[config.mk]
export PLATFORM = sky130hd
export DESIGN_NAME = febc_ram
export DESIGN_NICKNAME = d
export VERILOG_FILES = /design/src/design/febc_ram.sv
export SDC_FILE = /design/constraint.sdc
export NUM_CORES = 1
export LEC_CHECK = 0
export ABC_AREA = 1
export BUFFER_PORTS_ARGS = -buffer_cell sky130_fd_sc_hd__buf_2
export CAP_MARGIN = 20
export CELL_PAD_IN_SITES_DETAIL_PLACEMENT = 0
export CELL_PAD_IN_SITES_GLOBAL_PLACEMENT = 1
export CORE_ASPECT_RATIO = 1.2
export CORE_MARGIN = 4
export CORE_UTILIZATION = 45
export CTS_CLUSTER_SIZE = 28
export DETAILED_ROUTE_END_ITERATION = 10
export PLACE_DENSITY = 0.77
export SYNTH_ARGS = -nofsm -noshare
export SYNTH_HDL_FRONTEND = slang
export SYNTH_SLANG_ARGS = --single-unit
[constraint.sdc]
create_clock -name clk -period 1.4 [get_ports clk]
set_clock_uncertainty 0.05 [all_clocks]
set_input_delay 0.07 -clock clk [delete_from_list [all_inputs] [get_ports clk]]
set_output_delay 0.07 -clock clk [all_outputs]
set_load 0.02 [all_outputs]
[src/design/febc_ram.sv]
module febc_ram #(
    parameter int WIDTH = 16,
    parameter int DEPTH = 32
) (
    input  logic                     clk,
    input  logic                     we,
    input  logic [$clog2(DEPTH)-1:0] waddr,
    input  logic [WIDTH-1:0]         wdata,
    input  logic                     re,
    input  logic [$clog2(DEPTH)-1:0] raddr,
    output logic [WIDTH-1:0]         rdata
);

    logic [WIDTH-1:0] mem [DEPTH];
    logic [WIDTH-1:0] rdata_reg;

    always_ff @(posedge clk) begin
        if (we) begin
            mem[waddr] <= wdata;
        end
        if (re) begin
            rdata_reg <= mem[raddr];
        end
    end

    assign rdata = rdata_reg;

endmodule

After elaboration in Yosys (flattened, before gate mapping)
Memory sizes are Yosys's and may differ from the RTL's. A register that Yosys moved wholly into a read port is not among the register bits.
Index checks and enable logic that the tools add are counted.
{"block": "op_classes", "n_mux": 2}
{"cell": "2-to-1 mux 1 bit", "count": 2}
{"block": "word_totals", "ff_bits": 0, "ramBits": 512, "in_bits": 29, "output_inout_bits": 16, "elab_cells": 3, "n_memories": 1}
{"memory": "mem", "depth": 32, "width": 16, "rd": 1, "rd_clocked_by_memory_dff": 1, "write_ports": 1, "line": "14", "text": "logic [WIDTH-1:0] mem [DEPTH];"}

Depth between registers and ports, before layout
Gate-level depths: netlist of the first run.
{"block": "depth", "word_depth": 2, "depth_mapped": 12, "depth_no_buf": 9}

Worst setup path after synthesis of the first run
No wires, ideal clock.
{"block": "synth_path", "kind": "in2reg", "startpoint": "in waddr[0]", "endpoint": "mem mem[0][0] (enable)", "setup_ns": 0.388, "arrival_time_ns": 1.064, "t_required_ns": 0.962, "setup_slack_ns": -0.103, "cell_stages": 3, "path_buffers": 0, "path_cell_list": "inv_1 > nand3_1 > nor2_1"}
{"item": "start, declared", "line": "7", "text": "input logic [$clog2(DEPTH)-1:0] waddr,"}
{"item": "end, declared", "line": "14"}
Straight into the memory's write port.

Worst setup path after layout of the first run
{"block": "layout_path", "startpoint": "reg rdata_reg[9] (netlist: rdata[9]) (read register of mem)", "endpoint": "out rdata[9]"}
{"item": "start, declared", "line": "15", "text": "logic [WIDTH-1:0] rdata_reg;"}
{"item": "end, declared", "line": "11", "text": "output logic [WIDTH-1:0] rdata"}
No word-level cell between the ends.

==> results of run 1 <==
timing repair:
item / 4_1_cts / 5_1_grt
hold endpoints to repair: 523 / 0
gates resized for setup: 8 / 20
endpoints found under the setup margin: 5 / 12
pin swaps: 0 / 1
hold buffers: 18 / 0
setup buffers: 0 / 0
layer usage:
metal / track usage (%) / vias up / wire, microns
li1: - / 6557 / -
met2: 37.6 / 465 / 28100
met5: 0 / - / 0
met4: 6.54 / 0 / 1560
met3: 3.63 / 89 / 3850
met1: 28.1 / 6909 / 22400
area by class of cell:
cell class                      count  area [sq um]  area share, %
Clock buffer                       65          1350           5.32
Clock inverter                     26           258           1.02
Inverter                           10          45.0          0.177
Multi-Input combinational cell   1148          4900           19.3
Sequential cell                   528         15900           62.4
Tap cell                          623           779           3.07
Timing Repair Buffer              202          2200           8.67
per-stage QoR:
step                      total power, mW  util [%]  setup WS [ns]  cell area [sq um]
after floorplan                      19.3         -         -0.103              21500
after global placement               20.4      49.9         -0.361              23500
after detailed placement             20.4      49.9         -0.413              23500
after CTS                            33.8      53.7        -0.0544              25300
after global routing                 34.8      53.9        -0.0441              25400
final                                33.6      53.9        -0.0280              25400
cell families after synthesis:
family        count (synthesis)  share of synthesized area, %
simple gates               1148                          22.4
flops                       528                          73.9
buf+inv                     118                          3.74
cells in the final DEF, fill, tap and decap left out:
cell	count
inv_6	2
nand3_1	394
clkinvlp_4	1
nand2_4	2
clkbuf_16	52
clkinv_8	1
edfxtp_1	528
buf_2	38
clkinv_1	12
bufinv_16	5
clkbuf_8	1
buf_6	4
inv_2	1
nand2_1	704
buf_12	57
inv_1	7
dlygate4sd3_1	18
nand2_2	14
clkinv_2	6
nor2_2	16
buf_4	84
inv_4	1
nand3_2	2
nor2_1	16
clkbuf_1	13
power groups by stage:
stage          Sequential, mW  Clock, mW  Combinational (mW)
2_1_floorplan            18.1          0                1.22
3_3_place_gp             18.0          0                2.34
3_5_place_dp             18.0          0                2.37
4_1_cts                  17.7       13.7                2.43
5_1_grt                  17.7       14.4                2.68
6_report                 17.7       13.5                2.45
worst max-delay path by stage:
stage                end  startpoint  depth (start not counted)
2_1_floorplan  mem[0][0]    waddr[0]                          3
3_3_place_gp    rdata[5]    raddr[1]                         11
3_5_place_dp    rdata[5]    raddr[1]                         11
4_1_cts         rdata[2]    rdata[2]                          1
5_1_grt         rdata[9]    rdata[9]                          1
6_report        rdata[9]    rdata[9]                          1
==> summary.txt, run 1 <==
Floorplan
  – Rows: 87
  – Die H: about 250 microns
  – Die ar.: 0.0513 sq mm
  – Top-level port count: 45
  – Die X: 207 microns
  – Core area: ~0.047 sq mm
  – Initial Utilization: 45.5%

Drt
  – Iter 0 DRT Violations: ~1100
  – WL/cell: ~21 microns
  – DRC: 0
  – TritonRoute pass-1 iters: 7
  – Vias: roughly 14000
  – Routed WL: 55.9 mm
  – Vias per Instance: between 5 and 6
  – Antenna-violating nets left: 0

Setup path
  – CP delay by family, top: flip-flops
  – Critical Path, Cell by Cell: buf_6
  – Critical path required time: approximately 1.3 ns
  – Crit path DAT: about 1.3 ns
  – CP peak stage delay: about 0.52 ns
  – Crit Path Max Fanout: 1
  – Critical Path Sink Type: primary output
  – Worst Path Buf+Inv: 1
  – Worst Setup Start Kind: register
  – FF-to-FF path depth: 8
  – CP max stage cell: edfxtp_1
  – Worst Path Class, Setup: reg -> out
  – FF-to-FF Start: mem[9][14]
  – RR Endpoint: rdata[14]
  – R2r setup slk: roughly 0.060 ns

Synth
  – Yosys top cell by area: edfxtp_1
  – Fraction of registers with async set/reset: 0%
  – Most common cell in the netlist: nand2_1
  – Synth Area per Inst: 12.0 sq um
  – Sequential area share after synthesis: around three quarters
  – Cell area after synthesis: between 0.02 and 0.025 sq mm
  – Post-synth EDFFs: 528
  – Top cell type's share of synthesized area: 73.9%
  – Cell variety after synth: 14
  – Post-synth top cells: nand2_1 (720), edfxtp_1 (528), nand3_1 (396)
  – #FFs+latches synth: 528
  – Leading post-synthesis cells by cell area: edfxtp_1 (74%), nand2_1 (13%), nand3_1 (9.2%)
  – Mapped Cells: ~1800
  – Yosys warning count: 0
  – Top FF cell, synth: edfxtp_1
  – Syn_nets: between 1500 and 2000

Worst hold path
  – Hold EP: rdata[1]
  – Hold depth: 6
  – Hold path startpoint: raddr[3]
  – Worst Hold Class: in -> reg

STA
  – Final Setup Violations: 2
  – Slew Viols, Final: 0
  – Actual slew at the worst max-slew pin: between 0.6 and 0.7 ns
  – Fin crit share: 102%
  – Post-route minimum period: 1.43 ns
  – Hold Violations, Final: 0
  – Final Worst Setup Slack: -0.0280 ns
  – Rel. slew slack: approximately 59%
  – Hold slack: approximately 0.089 ns
  – Peak Freq: between 0.7 and 0.8 GHz
  – RSZ-0062 raised after global routing: yes
  – Sum Neg Setup Slack: -0.0499 ns

Clocking
  – Clk slew on worst S/H paths: ~0.06 ns
  – H-Tree Depth: 2
  – CTS sink cnt: about 530
  – Num CTS Buffers: 51
  – CTS tree: yes
  – CTS max path bufs: 3
  – Clock Latency Late Sink: just over 0.6 ns
  – Root buffer cell: clkbuf_16

Placed design
  – Dpl cells: about 2500
  – Placer Congestion: 0.812
  – Dpl hpwl: 34.0 mm
  – I/O Buffers: 44

GRT
  – Vias in the first global route: between 10000 and 15000
  – Largest net degree at the start of global routing: 70
  – Global-route usage over all layers: between 20 and 25%
  – Grt ovf: 0
  – Initial antenna violation count: 0
  – First-pass GRT wire length: about 84 mm

Power
  – Switching pwr: ~7.5 mW
  – Sw frac: between 20% and 30%
  – Worst ir drop on vdd: roughly 1.1 mV
  – Pint: 26.2 mW
  – Power Dens Cells: approximately 1300 mW/mm^2
  – Comb power frac: around 7.3%
  – Sequential share of power: 52.7%
  – Lkg Pwr: between 9 and 10 nW
  – Clock network power share: about 40%

Layout
  – Fraction of layout cells with a size suffix above 1: between 10% and 20%
  – Layout area overhead: 18.3%
  – Layout Nets: 1970
  – Post-Layout Cell Count: 2602
  – Antenna diode count: 0
  – FILL cells: 3910
  – Max reg flops: approximately 500

Outcome
  – Failing checks: negative setup slack
  – Status: complete, but fails checks

Run
  – Total of max-cap violations: 0
No activity file was read; power rests on OpenSTA's default activity.
==> run 2, diff against run 1 <==
PLACE_DENSITY = 0.74   (was 0.77)
clock period = 1.6 ns   (was 1.4 ns; I/O delays follow)
==> run 2 against run 1 <==
The run now ends clean; wire length fell by 1.0%; core utilization fell by 0.93 points; global-route usage fell by 0.19 points; die area did not move.
==> summary.txt, run 2 (synthesized netlist as in run 1, its figures left out) <==
Outcome
  – Status: complete, no violations

STA
  – Final Setup Violations: 0
  – Peak Freq: 0.684 GHz
  – Hold slack: approximately 0.030 ns
  – Slew Viols, Final: 0
  – RSZ-0062 raised after global routing: no
  – Actual slew at the worst max-slew pin: slightly below 0.7 ns
  – Final Worst Setup Slack: 0.137 ns
  – Post-route minimum period: roughly 1.5 ns
  – Rel. slew slack: 54.4%
  – Fin crit share: about nine tenths
  – Hold Violations, Final: 0

Floorplan
  – Die ar.: 0.0513 sq mm
  – Rows: a little under 90
  – Initial Utilization: between 40% and 50%
  – Top-level port count: 45
  – Die H: ~250 microns
  – Core area: ~0.047 sq mm
  – Die X: around 210 microns

Drt
  – TritonRoute pass-1 iters: 5
  – DRC: 0
  – Vias: around 14000
  – Antenna-violating nets left: 0
  – Iter 0 DRT Violations: between 1000 and 1500
  – Vias per Instance: 5.37
  – WL/cell: roughly 22 microns
  – Routed WL: roughly 55 mm

GRT
  – Vias in the first global route: approximately 14000
  – Global-route usage over all layers: a little over a fifth
  – Met2 Usage GRT: between 30% and 40%
  – GR Util met3: under 10%
  – GRT busiest layer: met2
  – First-pass GRT wire length: about 84 mm
  – Largest net degree at the start of global routing: between 90 and 100
  – Initial antenna violation count: 1
  – Met1 usage: about 28%
  – Grt ovf: 0

Layout
  – Final core utilization: roughly 53%
  – Final Cell Area: roughly 0.025 sq mm
  – Fraction of layout cells with a size suffix above 1: 11.8%
  – Commonest non-fill, non-tap cell in the layout: nand2_1
  – Max reg flops: 512
  – Layout area overhead: 16.3%
  – Antenna diode count: 0
  – Most frequent cells in the layout: nand2_1 (720), edfxtp_1 (528), nand3_1 (396), clkbuf_16 (52), buf_12 (52)
  – Layout Nets: ~1900

Power
  – Lkg Pwr: roughly 9 nW
  – Power Dens Cells: between 1000 and 1500 mW/mm^2
  – Sequential share of power: a little over half
  – Sw frac: 22.4%
  – Clock network power share: 40.2%
  – Pint: approximately 23 mW
  – Total Power: just under 30 mW
  – Worst ir drop on vdd: slightly below 0.8 mV
  – Comb power frac: between 6 and 7%
  – Switching pwr: ~6.5 mW

Clocking
  – CTS max path bufs: 3
  – Num CTS Buffers: 52
  – CTS sink cnt: ~530
  – Root buffer cell: clkbuf_16
  – Clk slew on worst S/H paths: ~0.060 ns
  – CTS tree: yes
  – H-Tree Depth: 2
  – Clock Latency Late Sink: 0.60 ns

Setup path
  – Critical Path Sink Type: primary output
  – CP max stage cell: edfxtp_1
  – Worst Setup Start Kind: register
  – FF-to-FF path depth: 8
  – CP delay by family, top: flip-flops
  – CP peak stage delay: 0.52 ns
  – Crit path DAT: 1.33 ns
  – Worst Path Buf+Inv: 1
  – R2r setup slk: 0.23 ns
  – RR Endpoint: rdata[12]
  – Crit path from: rdata[11]
  – Worst Path Class, Setup: reg -> out
  – Critical path required time: 1.47 ns
  – Crit path capture: rdata[11]
  – Crit Path Max Fanout: 1
  – FF-to-FF Start: mem[5][12]
  – Critical Path, Cell by Cell: buf_2
  – WP depth: 1

Worst hold path
  – Worst Hold Class: in -> reg

Placed design
  – Placer Congestion: between 0.8 and 0.9
  – Dpl hpwl: 32.7 mm
  – Area of placed instances: approximately 0.023 sq mm
  – I/O Buffers: 44
  – Place WS: -0.178 ns

Run
  – Total of max-cap violations: 0
run 2: worst min-delay path by stage:
| stage | startpoint | endpoint | slack, ns | cells past startpoint |
|---|---|---|---|---|
| 6_report | waddr[4] | mem[16][11] | 0.03 | 3 |
| 5_1_grt | waddr[4] | mem[16][11] | 0.06 | 3 |
| 4_1_cts | waddr[4] | mem[16][11] | 0.0008 | 3 |
| 3_5_place_dp | rdata[9] | rdata[9] | 0.48 | 1 |
| 3_3_place_gp | rdata[9] | rdata[9] | 0.48 | 1 |
| 2_1_floorplan | wdata[0] | mem[0][0] | 0.13 | 0 |
run 2: metal layers:
metal / share of wire [%] / vias up
met3: 5.9 / 87
met4: 2.3 / 0
li1: - / 6484
met2: 50 / 414
met1: 41 / 6803
met5: 0 / -
run 2: power groups by stage:
stage,combinational (mW),clock [mW],sequential (mW)
floorplan,1.07,0,15.8
global placement,1.92,0,15.8
detailed placement,1.95,0,15.8
CTS,1.99,11.9,15.5
global route,2.18,12.5,15.5
finish,1.97,11.7,15.5
run 2: stage by stage:
| stage | instances | TNS, ns |
|---|---|---|
| 2_1_floorplan | 1794 | 0 |
| 3_3_place_gp | 2454 | -0.341 |
| 3_5_place_dp | 2454 | -0.519 |
| 4_1_cts | 2569 | 0 |
| 5_1_grt | 2569 | 0 |
| 6_report | 2569 | 0 |
run 2: layout make-up:
class | count | area, sq um
timing repair buffer | 163 | 1820
tap | 623 | 779
fill | 3942 | 22200
clock inverter | 34 | 277
sequential | 528 | 15900
clock buffer | 63 | 1340
inverter | 10 | 47.5
multi-input combinational | 1148 | 4830
run 2: worst min-delay path, delay by kind of cell:
family	cells	cell delay, ns
and+or+nand+nor	2	0.27
buffers and inverters	1	0.14
run 2: what timing repair did:
action / 4_1_cts / 5_1_grt
hold buffers: 18 / 0
hold endpoints to repair: 487 / 0
buffers inserted: 0 / 0
resized for setup: 0 / 0
==> run 3, diff against run 2 <==
CORE_UTILIZATION = 51   (was 45)
PLACE_DENSITY = 0.82   (was 0.74)
REMOVE_ABC_BUFFERS = 1   (was unset)
==> run 3 against run 2 <==
Register-to-register slack got worse by 0.03 ns; via count rose by 0.49%; die area decreased by 11%; wire length is 2.0% lower; sequential power about the same; power shrank 2.9%; core utilization is 5.5 points higher; cell count fell by 4.0%.
==> summary.txt, run 3 (synthesized netlist as in run 1, its figures left out) <==
Outcome
  – Status: complete, no violations

STA
  – Fin crit share: roughly 90%
  – Slew Viols, Final: 0
  – Hold Violations, Final: 0
  – Peak Freq: 0.715 GHz
  – Final Worst Setup Slack: between 0.2 and 0.25 ns
  – Rel. slew slack: roughly 51%
  – Sum Neg Setup Slack: 0 ns
  – Post-route minimum period: approximately 1.4 ns
  – Final Setup Violations: 0
  – Actual slew at the worst max-slew pin: approximately 0.74 ns
  – RSZ-0062 raised after global routing: no

Setup path
  – Critical path required time: ~1.5 ns
  – RR Endpoint: rdata[6]
  – Critical Path Sink Type: primary output
  – R2r setup slk: between 0.2 and 0.25 ns
  – CP max stage cell: edfxtp_1
  – Critical Path, Cell by Cell: buf_2
  – Crit path from: rdata[4]
  – Worst Path Buf+Inv: 1
  – Worst Path Class, Setup: reg -> out
  – FF-to-FF Start: mem[29][6]
  – Crit path DAT: between 1 and 1.5 ns
  – CP delay by family, top: flip-flops
  – CP peak stage delay: 0.48 ns
  – Crit Path Max Fanout: 1
  – Worst Setup Start Kind: register
  – FF-to-FF path depth: 8

GRT
  – Largest net degree at the start of global routing: 105
  – Grt ovf: 0
  – First-pass GRT wire length: 81.0 mm
  – Vias in the first global route: 13200
  – Initial antenna violation count: 3
  – Global-route usage over all layers: 23.6%

Drt
  – Iter 0 DRT Violations: 1317
  – Vias per Instance: ~5.6
  – WL/cell: around 22 microns
  – TritonRoute pass-1 iters: 7
  – Routed WL: roughly 54 mm
  – Vias: ~14000
  – Antenna-violating nets left: 0
  – DRC: 0

Clocking
  – Root buffer cell: clkbuf_16
  – CTS sink cnt: around 530
  – Clock Latency Late Sink: around 0.58 ns
  – Post-CTS resize count: 0
  – H-Tree Depth: 2
  – CTS max path bufs: 3
  – CTS tree: yes
  – Clk slew on worst S/H paths: roughly 0.06 ns
  – Post-CTS Setup Bufs: 0
  – Num CTS Buffers: approximately 50

Layout
  – Layout Nets: 1915
  – Commonest non-fill, non-tap cell in the layout: nand2_1
  – Fraction of layout cells with a size suffix above 1: 11.2%
  – Max reg flops: about 510
  – Layout area overhead: 13.4%
  – Post-Layout Cell Count: 2465
  – Final Cell Area: between 0.02 and 0.025 sq mm
  – Final core utilization: 58.4%
  – Most frequent cells in the layout: nand2_1 (720), edfxtp_1 (528), nand3_1 (396), buf_4 (65), clkbuf_16 (49)

Placed design
  – Dpl hpwl: 32.5 mm
  – Placer Congestion: 0.849
  – Place WS: -0.102 ns
  – Dpl cells: between 2000 and 2500
  – I/O Buffers: 44
  – Area of placed instances: approximately 0.023 sq mm

Power
  – Clock network power share: a little under two fifths
  – Power Dens Cells: ~1200 mW/mm^2
  – Sequential share of power: between 50% and 60%
  – Worst ir drop on vdd: roughly 0.73 mV
  – Lkg Pwr: around 9 nW
  – Sw frac: roughly 22%
  – Comb power frac: roughly 7.0%
  – Switching pwr: around 6.3 mW
  – Pint: about 22 mW

Floorplan
  – Die X: between 150 and 200 microns
  – Die H: 233 microns
  – Die ar.: 0.0454 sq mm
  – Top-level port count: 45
  – Core area: ~0.042 sq mm
  – Rows: 82
  – Initial Utilization: 51.5%

Worst hold path
  – Hold path startpoint: wdata[0]
  – Worst Hold Class: in -> reg
  – Hold EP: mem[22][0]
  – Hold depth: 1

Run
  – Total of max-cap violations: 0
run 3: cell types whose count changed in the layout (fill, tap and decap cells not counted), sizes merged:
| cell | before | now |
|---|---|---|
| dlygate4sd3 | 18 | 5 |
| clkinv | 25 | 18 |
| clkbuf | 64 | 61 |
| clkinvlp | 3 | 0 |
| buf | 144 | 143 |
| bufinv | 4 | 3 |
| diode | 0 | 1 |
run 3: worst max path at each step:
stage,endpoint,slack [ns],cells after the start
after floorplan,rdata[4],-1.15,8
after global placement,rdata[6],-0.1,11
after detailed placement,rdata[6],-0.10,11
after CTS,rdata[6],0.20,8
after global routing,rdata[5],0.14,8
final,rdata[4],0.20,1
run 3: timing repair:
item,4_1_cts,5_1_grt
endpoints found under the hold margin,70,0
hold buffers,5,0
endpoints found under the setup margin,0,0
run 3: final cells by class:
class | count | area, sq um
Clock buffer | 60 | 1270
Clock inverter | 23 | 184
Fill cell | 3341 | 17300
Inverter | 10 | 47.5
Timing Repair Buffer | 149 | 1480
Antenna cell | 1 | 2.50
Multi-Input combinational cell | 1148 | 4820
Sequential cell | 528 | 15900
Tap cell | 546 | 683
run 3: per-stage QoR:
stage	hold WS (ns)	total power, mW
global placement	0.450	17.7
detailed placement	0.448	17.8
CTS	0.0103	28.5
global route	0.0157	29.3
finish	0.0240	28.4
floorplan	0.129	16.6
run 3: power groups by stage:
stage / Sequential, mW / Clock, mW / Combinational [mW]
after floorplan: 15.8 / 0 / 0.791
after global placement: 15.8 / 0 / 1.95
after detailed placement: 15.8 / 0 / 1.98
after CTS: 15.5 / 11.0 / 2.00
after global routing: 15.5 / 11.6 / 2.18
final: 15.5 / 10.9 / 2.00
run 3: worst reg2reg max path: cells and delay by family (launching register included):
kind             cells  cell delay, ns
and+or+nand+nor      8            0.76
DFF                  1            0.37
run 3: per-layer routing:
layer  up-vias  global-route usage, %  share of wire [%]
li1       6438                      -                  -
met1      6729                   32.3                 40
met2       570                   39.0                 49
met3       118                   3.53                7.5
met4         0                   8.71                3.6
met5         -                      0                  0
